File: src/hw/rtl/btn_pkg.sv
// ----------------------------------------------------------------------------
// btn_pkg: shared types and constants
// Constants and the request type that passes from the front end to the back end.
// ----------------------------------------------------------------------------
package btn_pkg;

  localparam int YIELD_W   = 32;
  localparam int DENS_W    = 32;
  localparam int CNT_IN_W  = 16;
  localparam int TOTAL_W   = 32;
  localparam int OUT_W     = 48;
  localparam int ACC_W     = 64;
  localparam logic [31:0] LN2_Q32 = 32'd2977044472;

  localparam logic CFG_SIGNAL     = 1'b0;
  localparam logic CFG_BACKGROUND = 1'b1;

  // One classified bin, as handed from the front end to the back end.
  typedef struct packed {
    logic [CNT_IN_W-1:0] count;
    logic [DENS_W-1:0]   ls;
    logic [DENS_W-1:0]   lb;
    logic [YIELD_W-1:0]  sy;
    logic [YIELD_W-1:0]  by;
    logic                do_log;
    logic                last;
  } bin_req_t;

endpackage

File: src/hw/rtl/btn_queue.sv
// ----------------------------------------------------------------------------
// btn_queue: request queue
// Two-entry queue between the front end and the back end.
// ----------------------------------------------------------------------------
module btn_queue (
  input  logic              clk,
  input  logic              rst,
  input  btn_pkg::bin_req_t wr_req,
  input  logic              wr_valid,
  output logic              wr_ready,
  output btn_pkg::bin_req_t rd_req,
  output logic              rd_valid,
  input  logic              rd_ready
);
  import btn_pkg::*;

  bin_req_t   slots [2];
  logic       wr_ptr;
  logic       rd_ptr;
  logic [1:0] fill;
  logic       push;
  logic       pop;

  assign wr_ready = (fill != 2'd2);
  assign rd_valid = (fill != 2'd0);
  assign rd_req   = slots[rd_ptr];
  assign push     = wr_valid && wr_ready;
  assign pop      = rd_valid && rd_ready;

  always_ff @(posedge clk) begin
    if (push) slots[wr_ptr] <= wr_req;
    if (rst) begin
      wr_ptr <= 1'b0;
      rd_ptr <= 1'b0;
      fill   <= 2'd0;
    end else begin
      if (push) wr_ptr <= ~wr_ptr;
      if (pop) rd_ptr <= ~rd_ptr;
      fill <= fill + {1'b0, push} - {1'b0, pop};
    end
  end

`ifndef SYNTH
  a_no_overflow: assert property (@(posedge clk) disable iff (rst) fill <= 2'd2)
    else $error("queue fill out of range");
  a_pop_moves: assert property (@(posedge clk) disable iff (rst)
    pop && !push |=> fill == $past(fill) - 2'd1)
    else $error("queue fill miscount on pop");
  a_push_moves: assert property (@(posedge clk) disable iff (rst)
    push && !pop |=> fill == $past(fill) + 2'd1)
    else $error("queue fill miscount on push");
`endif

endmodule

File: config.mk
export PLATFORM = sky130hd
export DESIGN_NAME = btn_queue
export DESIGN_NICKNAME = d
export VERILOG_FILES = /design/src/hw/rtl/btn_pkg.sv /design/src/hw/rtl/btn_queue.sv
export SDC_FILE = /design/constraint.sdc
export NUM_CORES = 1
export LEC_CHECK = 0
export BUFFER_PORTS_ARGS = -buffer_cell sky130_fd_sc_hd__buf_4
export CAP_MARGIN = 20
export CORE_UTILIZATION = 39
export DETAILED_ROUTE_END_ITERATION = 8
export SYNTH_ARGS = -nofsm -noshare
export SYNTH_HDL_FRONTEND = slang
export SYNTH_SLANG_ARGS = --single-unit
File: constraint.sdc
create_clock -name clk -period 7.6 [get_ports clk]
set_input_delay 0.76 -clock clk [delete_from_list [all_inputs] [get_ports clk]]
set_output_delay 0.76 -clock clk [all_outputs]
set_load 0.02 [all_outputs]
Word level (Yosys, flattened, before mapping)

Memory sizes are Yosys's and may differ from the RTL's. A register that Yosys moved wholly into a read port is not among the register bits.
Cells that the tools add are included.

Memories: 1
RAM bits: 292
Logic and storage cells: 16
Bits of input ports: 150
Flip-flop bits (word level): 4
Output and inout bits: 148

Memory list:

| name  | words | bits a word | rd ports | clocked after memory_dff | write ports | line            | text |
|---|---|---|---|---|---|---|---|
| slots | 2     | 146         | 1        | 1                        | 1           | btn_queue.sv:17 | `bin_req_t slots [2];` |

Equality and inequality tests: 1
Add/sub/neg operators: 2
Bitwise logic cells: 2
Reductions and logical operators: 3
Muxes and demuxes: 4

Operators with widths:

| cell               | number |
|---|---|
| $mux 1             | 4 |
| $add 2x1->2        | 1 |
| $logic_and 1x1->1  | 2 |
| $ne 2x2->1 const B | 1 |
| $not 1->1          | 2 |
| $reduce_bool 2->1  | 1 |
| $sub 2x1->2        | 1 |

Longest topological paths before layout

Depth after elaboration: 4
Depth in mapped cells: 8
Mapped depth without buffers: 8

Worst setup path after synthesis

Ideal clock, no wire load.

Path kind: input to register
Start: input port wr_valid
End: memory slots[0][0] (netlist name), enable pin
Arrival time: 6907 ps
Cell stages on the path: 2
Path buffers: 0
Required time: 6947 ps
Path slack: 40 ps
Setup time: 653 ps
Path through: nand2_1 > nor2_1

Word-level cells in the longest chain between the ends: 3

Ends and longest elaborated chain:

| element                      | line            | text |
|---|---|---|
| start: declaration           | btn_queue.sv:9  | `input logic wr_valid,` |
| $logic_and 1x1->1            | btn_queue.sv:27 | `assign push = wr_valid && wr_ready;` |
| $mux 1                       | btn_queue.sv:31 | `if (push) slots[wr_ptr] <= wr_req;` |
| $mux 1 (implied by the code) | btn_queue.sv:31 |  |
| end: declaration             | btn_queue.sv:17 |  |

No other way between the ends.

==> flow_summary_export.csv <==
group,metric,value,unit
yosys,synth_nets,630,
finish,design_area,14500,µm²
detailed_routing,wl_per_cell,17.7,µm
finish,area_growth,33.4,%
timing,tns,0,ns
worst_setup_path,crit_slowest_cell,"dfxtp_4",
worst_setup_path,worstPathArrival,3.10,ns
yosys,async_reset_ff_share,0,%
clock_tree,clk_latency,0.54,ns
power,power_density,348,nW/µm²
flow_run,drv_cap,0,
placement,dpl-instance-area,13400,µm²
clock_tree,post_cts_buffers,0,
clock_tree,clkSlewWorstSetupHoldPaths,0.06,ns
yosys,synth_top_area_cell,"edfxtp_1",
worst_setup_path,crit_chain,"buf_4 > mux2_2 > buf_4",
floorplan,die_area,28500,µm²
worst_setup_path,path_buf_inv,2,
timing,slew_violations,0,
floorplan,core_area,27100,µm²
timing,fmax,0.259,GHz
outcome,status,"finished clean",
min_path,hp-class,"in -> reg",
detailed_routing,antenna_left,0,
yosys,synth_area_leaders,"edfxtp_1 (81%), mux2_2 (15%), clkbuf_8 (1.3%), dfxtp_1 (0.92%), buf_6 (0.62%)",
detailed_routing,routed_wl,21200,µm
detailed_routing,drt_first_iter_violations,311,
grt,grt_pass1_wl,32200,µm
floorplan,die_x,169,µm
yosys,synthDistinctLibCells,16,
timing,final_hold_viol_count,0,
timing,fin_crit_sh,50.8,%
timing,finalClockSkew,0.00577,ns
yosys,yosysTopAreaCellShare,80.8,%
clock_tree,ctsRootBufferMaster,"clkbuf_16",
yosys,postSynthCellCount,478,
timing,tightest_slew,1.01,ns
timing,fin_crit,3.86,ns
grt,antenna_found_initial,0,
floorplan,ioPinCount,298,
clock_tree,ctsResizeCount,0,
yosys,synth.most_common_cell,"edfxtp_1",
worst_setup_path,path_max_fanout,74,
yosys,seq_area_frac_synth,81.8,%
clock_tree,htreeDepth,1,
clock_tree,clock_path_buffers,3,
yosys,ys.flop_type,"edfxtp_1",
placement,hpwl,14000,µm
floorplan,initial_core_util,40.0,%
clock_tree,clock_sinks,297,
grt,grt_max_degree,75,
finish,multi_input_area,1780,µm²
detailed_routing,vias,5444,
timing,setup_viol,0,
timing,setup_slack,3.74,ns
finish,fin_util,53.4,%
yosys,yosys_warnings,0,
detailed_routing,first_pass_iters,4,
timing,rsz0062_at_grt,"no",
power,p_leak,5.36,nW
worst_setup_path,cp_top_family,"buffers and inverters",
placement,io_buffers,297,
floorplan,die_height,169,µm
placement,gp_congestion,0.722,
worst_setup_path,critPathRequiredTime,6.84,ns
placement,dp_cells,1136,
yosys,synth-edff-count,292,
worst_setup_path,start_kind,"register",
finish,drive_gt1_share,61.4,%
detailed_routing,viasPerCell,4.56,
finish,antenna_cells,0,
detailed_routing,drc,0,
worst_setup_path,crit_top_cell,"buf_4",
finish,nets,949,
floorplan,row_count,60,
timing,maxSlewHeadroom,32.9,%
yosys,syn-cell-area,10800,µm²
yosys,yosys-top-cells-count,"edfxtp_1 (292), mux2_2 (147), clkbuf_8 (10)",
finish,fillCellCount,2182,
grt,track_usage,14.6,%
worst_setup_path,crit_type,"reg -> out",
clock_tree,cts_tree,"done",
grt,first_global_vias,5855,
yosys,synth-seq-cells,297,
clock_tree,numCtsBuffers,31,
grt,overflow,0,
placement,dp_slack,4.21,ns
finish,instances_no_fill,1193,
yosys,avgSynthCellArea,22.7,µm²
finish,regArea,8870,µm²
worst_setup_path,slowest_delay,0.97,ns
clock_tree,cts_hold_buffers,0,
worst_setup_path,endpoint_kind,"primary output",
power,peakVddDrop,0.188,mV
## cells by family after synthesis
family	after synthesis	share of synthesized area, %
compound gates	1	0.0692
xor+xnor	3	0.242
fa+ha+maj	2	0.231
buf+inv	17	1.93
flops	297	81.8
mux	147	15.3
simple gates	11	0.519
## per-layer routing
metal	up-vias	GRT usage (%)	part of all wire [%]	routed length, µm
met3	39	4.86	9.3	1970
met5	-	0	0	0
met1	2656	17.9	39	8160
met2	210	24.7	50	10600
li1	2539	-	-	-
met4	0	4.23	2.3	480
## stage by stage
step	power [mW]	hold slack, ns
global route	5.25	0.373
global placement	3.49	0.498
finish	5.04	0.399
floorplan	3.04	0.481
detailed placement	3.52	0.512
CTS	5.11	0.370
## sequential cells by signal (all words and copies together) (netlist names), named ones only
| signal | cells |
|---|---|
| slots | 292 |
| fill | 2 |
| rd_ptr | 1 |
| wr_ptr | 1 |
## where the power goes
group          internal, mW  leakage (nW)  switching (mW)
logic                 0.605          2.05           0.694
registers              2.06          2.77          0.0964
clock network         0.980         0.535           0.600
## worst paths after layout
check	from	end	slack, ns	cells after the start
max	register	rd_req[27]	3.74	3
min	wr_req[114]	slots[1][114]	0.40	1
max reg2reg	fill[0]	slots[0][70]	4.73	5
min reg2reg	rd_ptr	register	0.52	2
## worst reg2reg max path: stages (launching register included)
cell and delay, ns:
dfxtp_1 0.36, nand2b_2 0.15, nand2_1 0.13, nor2_4 0.10, buf_4 0.77, buf_4 0.91
## placed cells by master, fill, tap and decap left out, drive strengths merged, types with 2 or more instances in the layout
master	instances
buf	302
edfxtp	292
mux2	147
clkbuf	34
clkinv	14
bufinv	7
nor2	5
dfxtp	5
nor2b	2
xnor2	2
ha	2
inv	2
## final cells by class
type | instances | area share (%)
multi-input cells | 164 | 12.3
repair buffers | 302 | 15.7
inverters | 1 | 0.0259
clock buffers | 34 | 5.44
well taps | 372 | 3.22
clock inverters | 23 | 2.01
flip-flops and latches | 297 | 61.3
Power figures use the tool's default switching activity.
