`config.mk`:
```
export PLATFORM = sky130hd
export DESIGN_NAME = btn_front_flat
export DESIGN_NICKNAME = d
export VERILOG_FILES = /design/src/hw/rtl/btn_pkg.sv /design/src/hw/rtl/btn_if.sv /design/src/hw/rtl/btn_front.sv /design/src/flat_wrapper.sv
export SDC_FILE = /design/constraint.sdc
export NUM_CORES = 1
export LEC_CHECK = 0
export BUFFER_PORTS_ARGS = -buffer_cell sky130_fd_sc_hd__buf_2
export CAP_MARGIN = 5
export CELL_PAD_IN_SITES_DETAIL_PLACEMENT = 1
export CELL_PAD_IN_SITES_GLOBAL_PLACEMENT = 2
export CORE_MARGIN = 2
export CORE_UTILIZATION = 22
export DETAILED_ROUTE_END_ITERATION = 8
export PLACE_DENSITY = 0.88
export SYNTH_ARGS = -nofsm -noshare
export SYNTH_HDL_FRONTEND = slang
export SYNTH_SLANG_ARGS = --single-unit
```
`constraint.sdc`:
```
create_clock -name clk -period 3.29 [get_ports clk]
set_input_delay 0.658 -clock clk [delete_from_list [all_inputs] [get_ports clk]]
set_output_delay 0.658 -clock clk [all_outputs]
set_load 0.05 [all_outputs]
```
`src/hw/rtl/btn_pkg.sv`:
```
// ----------------------------------------------------------------------------
// btn_pkg: shared types and constants
// Constants and the request type that passes from the front end to the back end.
// ----------------------------------------------------------------------------
package btn_pkg;

  localparam int YIELD_W   = 32;
  localparam int DENS_W    = 32;
  localparam int CNT_IN_W  = 16;
  localparam int TOTAL_W   = 32;
  localparam int OUT_W     = 48;
  localparam int ACC_W     = 64;
  localparam logic [31:0] LN2_Q32 = 32'd2977044472;

  localparam logic CFG_SIGNAL     = 1'b0;
  localparam logic CFG_BACKGROUND = 1'b1;

  // One classified bin, as handed from the front end to the back end.
  typedef struct packed {
    logic [CNT_IN_W-1:0] count;
    logic [DENS_W-1:0]   ls;
    logic [DENS_W-1:0]   lb;
    logic [YIELD_W-1:0]  sy;
    logic [YIELD_W-1:0]  by;
    logic                do_log;
    logic                last;
  } bin_req_t;

endpackage

```
`src/hw/rtl/btn_if.sv`:
```
// ----------------------------------------------------------------------------
// btn channel interfaces
// Valid/ready channels for bins, results and register writes.
// ----------------------------------------------------------------------------
interface btn_bin_if;
  logic        valid;
  logic        ready;
  logic [15:0] bin_count;
  logic [31:0] signal_density;
  logic [31:0] background_density;
  logic        last_bin;
  modport source(output valid, bin_count, signal_density, background_density, last_bin,
                 input ready);
  modport sink(input valid, bin_count, signal_density, background_density, last_bin,
               output ready);
endinterface


interface btn_cfg_if;
  logic        valid;
  logic        ready;
  logic [0:0]  index;
  logic [31:0] data;
  modport source(output valid, index, data, input ready);
  modport sink(input valid, index, data, output ready);
endinterface

```
`src/hw/rtl/btn_front.sv`:
```
// ----------------------------------------------------------------------------
// btn_front: bin intake
// Holds yield registers, masks the count and classifies each bin into a request.
// ----------------------------------------------------------------------------
module btn_front #(
  parameter int COUNT_BITS = 16
) (
  input  logic              clk,
  input  logic              rst,
  btn_bin_if.sink           bin_in,
  btn_cfg_if.sink           cfg,
  output btn_pkg::bin_req_t req,
  output logic              req_valid,
  input  logic              req_ready
);
  import btn_pkg::*;

  logic [YIELD_W-1:0]  signal_yield;
  logic [YIELD_W-1:0]  background_yield;
  logic [CNT_IN_W-1:0] cnt;
  logic [YIELD_W:0]    ysum;

  assign cfg.ready    = 1'b1;
  assign bin_in.ready = req_ready;
  assign req_valid    = bin_in.valid;

  always_ff @(posedge clk) begin
    if (rst) begin
      signal_yield     <= 32'd256;
      background_yield <= 32'd256;
    end else if (cfg.valid) begin
      if (cfg.index == CFG_SIGNAL) signal_yield <= cfg.data;
      else background_yield <= cfg.data;
    end
  end

  always_comb begin
    cnt  = bin_in.bin_count & CNT_IN_W'((64'd1 << COUNT_BITS) - 64'd1);
    ysum = {1'b0, signal_yield} + {1'b0, background_yield};
    req.count  = cnt;
    req.ls     = bin_in.signal_density;
    req.lb     = bin_in.background_density;
    req.sy     = signal_yield;
    req.by     = background_yield;
    req.last   = bin_in.last_bin;
    req.do_log = (cnt != '0) && (bin_in.signal_density != '0) &&
                 (bin_in.background_density != '0) && (ysum != '0);
  end

endmodule

```
`src/flat_wrapper.sv`:
```
// flat-port wrapper written by rule: the top's interface ports become plain ports
module btn_front_flat import btn_pkg::*;
#(
  parameter int COUNT_BITS = 16
)
  (clk, rst, req, req_valid, req_ready, bin_in_valid, bin_in_bin_count, bin_in_signal_density, bin_in_background_density, bin_in_last_bin, bin_in_ready, cfg_valid, cfg_index, cfg_data, cfg_ready);
  btn_bin_if bin_in_i ();
  btn_cfg_if cfg_i ();
  input  logic clk;
  input  logic rst;
  output btn_pkg::bin_req_t req;
  output logic req_valid;
  input  logic req_ready;
  input wire logic [$bits(bin_in_i.valid)-1:0] bin_in_valid;
  input wire logic [$bits(bin_in_i.bin_count)-1:0] bin_in_bin_count;
  input wire logic [$bits(bin_in_i.signal_density)-1:0] bin_in_signal_density;
  input wire logic [$bits(bin_in_i.background_density)-1:0] bin_in_background_density;
  input wire logic [$bits(bin_in_i.last_bin)-1:0] bin_in_last_bin;
  output wire logic [$bits(bin_in_i.ready)-1:0] bin_in_ready;
  input wire logic [$bits(cfg_i.valid)-1:0] cfg_valid;
  input wire logic [$bits(cfg_i.index)-1:0] cfg_index;
  input wire logic [$bits(cfg_i.data)-1:0] cfg_data;
  output wire logic [$bits(cfg_i.ready)-1:0] cfg_ready;
  assign bin_in_i.valid = bin_in_valid;
  assign bin_in_i.bin_count = bin_in_bin_count;
  assign bin_in_i.signal_density = bin_in_signal_density;
  assign bin_in_i.background_density = bin_in_background_density;
  assign bin_in_i.last_bin = bin_in_last_bin;
  assign bin_in_ready = bin_in_i.ready;
  assign cfg_i.valid = cfg_valid;
  assign cfg_i.index = cfg_index;
  assign cfg_i.data = cfg_data;
  assign cfg_ready = cfg_i.ready;
  btn_front #(.COUNT_BITS(COUNT_BITS)) u_core (.clk(clk), .rst(rst), .bin_in(bin_in_i), .cfg(cfg_i), .req(req), .req_valid(req_valid), .req_ready(req_ready));
endmodule
```
* Word level (Yosys, flattened, before mapping)
Index checks and enable logic that the tools add are counted.
** Storage, ports and cells
- Register bits :: 64
- Bits in latches :: 0
- Bits in writable memories :: 0
- Memory bits (read-only) :: 0
- Input bits :: 119
- Output and inout bits :: 149
- Logic and storage cells :: 13
- Memories :: 0
** Cells by class
- $add $sub $neg :: 1
- Multipliers :: 0
- Divide/modulo/power cells :: 0
- Magnitude comparators :: 0
- Equal/unequal tests :: 0
- Shifts and indexed selects :: 0
- Multiplexer cells :: 0
- Bitwise logic cells :: 1
- Reduce and logical (&&, ||, !) cells :: 9
** Operator list (number)
- 32-bit nonzero test :: 2
- 32-bit by 32-bit adder with 33-bit output :: 1
- 33-bit nonzero test :: 1
- 16-bit nonzero test :: 1
- 2-bit AND reduction :: 2
- 1-bit logical AND :: 3
- 1-bit NOT :: 1

* Logic depth before layout (Yosys ltp)
- Word-level depth :: 4
- Mapped depth :: 11
- Depth with buffers taken out :: 11

* Worst setup path before layout
No wires, ideal clock.
- Kind :: reg-to-output
- Start :: reg u_core.background_yield[0]
- End :: out req[1] (netlist bit)
- Arrival :: 3.466 ns
- Required time :: 2.632 ns
- Path slack :: -0.834 ns
- Cell stages (with the launch flop) :: 12
- Path buffers :: 0
- Cells stage by stage :: dfxtp_1 ha_1 fa_1 a21oi_1 o211ai_2 a41oi_2 a21oi_2 a311oi_2 xnor2_1 a31oi_2 and4_1 a31oi_1
** RTL lines
- from (decl) :: RTL line btn_front.sv:19 : logic [YIELD_W-1:0] background_yield;
- from (signal assigned) :: RTL line btn_front.sv:33 : else background_yield <= cfg.data;
- to (decl) :: RTL line flat_wrapper.sv:11 : output btn_pkg::bin_req_t req;

==> flow_summary.toml <==
[outcome]
outcome = "finished with violations"
failed_checks = "negative setup slack"

[placement]
portBuffers = 260
gp_congestion = 0.888
dpl_worst_slack_ps = -743
dp_hpwl_um = 20800

[routing]
vias_per_cell = 4.79
first_pass_iters = 4
dr_wl_met2_um = 14400
met1_length_um = 9380
antenna_left = 0
drc = 0
wl_per_cell_um = 18.9
drt_iter0_markers = 244
totalWireLength_um = 25600
num_vias = 6511
wl_met3_um = 1400
dr.max_layer_used = "met4"

[synth]
synthesis.area_um2 = 5220
synth_most_common_cell = "nand2_1"
syn_area_per_cell_um2 = 7.36
yosysUniqueCellTypes = 73
syn_nets = 861
synthFlopType = "dfxtp_1"
synth-seq-cells = 64
synth_edf_count = 0
yosysTopAreaCellShare = 0.246
ys_seq_area_frac = 0.246
synth_common_cells = "nand2_1, buf_4, a21oi_1, dfxtp_1, ha_1"
synth-async-reset-ratio = 0
synth_cells = 709
synth_largest_area_cell = "dfxtp_1"
ys_warn_count = 0
synth_area_leaders = "dfxtp_1, buf_4, nand2_1"

[worst_setup_path]
reg2reg_to = "u_core.signal_yield[1]$_SDFFE_PP0P_"
crit_required_ps = 2630
crit_fanout = 4
r2r_cells = 3
criticalPathCategory = "reg -> out"
cp-endpoint = "req[1]"
timing.critical_path.from = "u_core.signal_yield[6]$_SDFFE_PP0P_"
cpPeakStageDelay_ps = 430
path_cells = "ha_4 > nand4_1 > buf_4 > nor4_4 > nor3b_2 > buf_4 > nor2_4 > buf_4 > mux2_2 > nand4_1 > nor4_2 > and4_4 > a31oi_4 > buf_6"
arrival_ps = 3340
cp_top_family = "simple AND/OR/NAND/NOR gates"
worstSetupPathDepth = 14
reg2reg_from = "u_core.signal_yield[1]$_SDFFE_PP0P_"
reg2reg_slack_ps = 2450
crit_top_cell = "buf_4"
start_kind = "flop"
slowest_stage = "nor4_4"
critPathCaptureType = "output port"
crit_buf_inv = 4

[clocking]
htree_levels = 3
cts_tree = "built"
clkTransAtPathRegs_ps = 60
cts_buffers = 9
cts_buffer_depth = 2
holdBufCountCts = 0
cts_root_buf = "clkbuf_16"
clk_latency_ps = 330
cts.sinks = 64

[power]
vdd_drop_max_mv = 0.227
p_total_mw = 2.81
switching_share = 0.393
clkPwrFrac = 0.326
seqPwrFrac = 0.298
power_switching_mw = 1.10
p_int_mw = 1.70
leakagePower_nw = 3.96
pwr-share-comb = 0.376
power_density_nw_per_um2 = 341

[timing]
max_freq_mhz = 250
setup_violations = 1
fin_crit_ps = 4000
finalClockSkew_ps = 0
slew_headroom = 0.520
tightestPinTransition_ps = 721
fin_ws_ps = -710
fin_crit_sh = 1.22
rsz0062_at_grt = "yes"
finalHoldViolCount = 0
drv_slew = 0

[die]
die_area_um2 = 25000
initial_utilization = 0.223
fp-row-count = 56
die_y_um = 158
fp.coreArea_um2 = 23400
ios = 268
die_w_um = 158

[global_routing]
grt_max_degree = 39
antenna_found_initial = 0
grt_overflow = 0
grt_pass1_vias = 6650
grt_usage = 0.193
grt_pass1_wl_um = 36700

[cells_and_area]
nFillCells = 2916
syn_to_final_growth_pct = 57.8
final_util = 0.352
layout-drive-gt1-share = 0.547
multiInputGateArea_um2 = 3430
regArea_um2 = 1400
nets = 1188
diodes = 0

[job]
max_cap_violations = 0

[worst_hold_path]
hold_class = "reg -> reg"
## cell type report
cell class                 count  share of cell area
multi-input combinational    513               0.417
clock inverter                 6             0.00532
timing repair buffer         441               0.327
tap                          319              0.0485
clock buffer                  10              0.0290
inverter                       7             0.00319
sequential                    64               0.170
## sequential cells by signal (all words and copies together), names as in the netlist
| signal | cells |
|---|---|
| u_core.background_yield | 32 |
| u_core.signal_yield | 32 |
## cell usage in the layout (no fill, tap or decap), types with 3 or more instances in the layout
cell type  instances
buf_2            259
buf_4            178
nand2_1          149
a21oi_1           76
dfxtp_2           36
nor2_1            25
nor4_1            24
ha_1              23
dfxtp_4           19
o21ai_0           16
nand4_1           15
nand3_1           12
clkbuf_16          9
dfxtp_1            9
a21oi_2            8
a21o_1             8
nor3_1             8
ha_4               8
or3_1              7
o21a_1             7
inv_1              6
and3_1             6
a31oi_1            6
xnor2_1            6
xor2_1             5
nand2b_1           5
a211oi_1           4
o21ai_1            4
o2111ai_1          4
a211o_1            4
o211ai_1           4
nand3b_1           4
and2_1             3
a211oi_2           3
nor3b_1            3
## power by group through the flow
stage / sequential [mW] / clock (mW) / combinational, mW
3_5_place_dp: 0.849 / 0 / 1.01
6_report: 0.836 / 0.916 / 1.05
3_3_place_gp: 0.847 / 0 / 1.00
2_1_floorplan: 0.980 / 0 / 0.548
4_1_cts: 0.834 / 0.934 / 1.05
5_1_grt: 0.840 / 0.964 / 1.12
## metrics by stage
step           hold WS (ps)  setup TNS, ps  cells  cell area, um2
5_1_grt                 534           -878   1360            8230
2_1_floorplan           550           -162    709            5460
3_3_place_gp            485           -797   1338            7670
4_1_cts                 488           -645   1357            8140
6_report                481           -710   1360            8230
3_5_place_dp            480           -743   1338            7670
## kinds of logic after synthesis
family          after synthesis  share of synthesized area
buf+inv                     132                      0.161
fa+ha+maj                    33                     0.0806
flops                        64                      0.246
xor+xnor                     11                     0.0185
mux                           3                    0.00600
compound gates              184                      0.235
other cells                   1                   0.000719
simple gates                281                      0.253
## layer usage
metal	global-route usage	vias to the layer above
met3	0.0312	30
met1	0.196	3134
met4	0.0489	0
met2	0.400	232
li1	-	3115
met5	0	-
## worst min-delay path: stages (launching register included)
cell and delay, ps:
dfxtp_1 320, nand2_1 60, a21oi_1 50
## worst min-delay path by stage
stage | startpoint | cells past startpoint | slack [ps] | end
floorplan | u_core.signal_yield[15]$_SDFFE_PP0P_ | 2 | 550 | u_core.signal_yield[15]$_SDFFE_PP0P_
global placement | u_core.signal_yield[29]$_SDFFE_PP0P_ | 2 | 490 | u_core.signal_yield[29]$_SDFFE_PP0P_
detailed placement | u_core.signal_yield[29]$_SDFFE_PP0P_ | 2 | 480 | u_core.signal_yield[29]$_SDFFE_PP0P_
CTS | u_core.signal_yield[29]$_SDFFE_PP0P_ | 2 | 490 | u_core.signal_yield[29]$_SDFFE_PP0P_
global route | u_core.signal_yield[29]$_SDFFE_PP0P_ | 2 | 530 | u_core.signal_yield[29]$_SDFFE_PP0P_
finish | u_core.signal_yield[29]$_SDFFE_PP0P_ | 2 | 480 | u_core.signal_yield[29]$_SDFFE_PP0P_
## repair_timing
| item | 4_1_cts | 5_1_grt |
|---|---|---|
| pin swaps | 17 | 7 |
| setup endpoints to repair | 1 | 1 |
| buffers inserted | 3 | 3 |
| gates resized for setup | 26 | 8 |
| cloned | 0 | 0 |
Power figures use the tool's default switching activity.
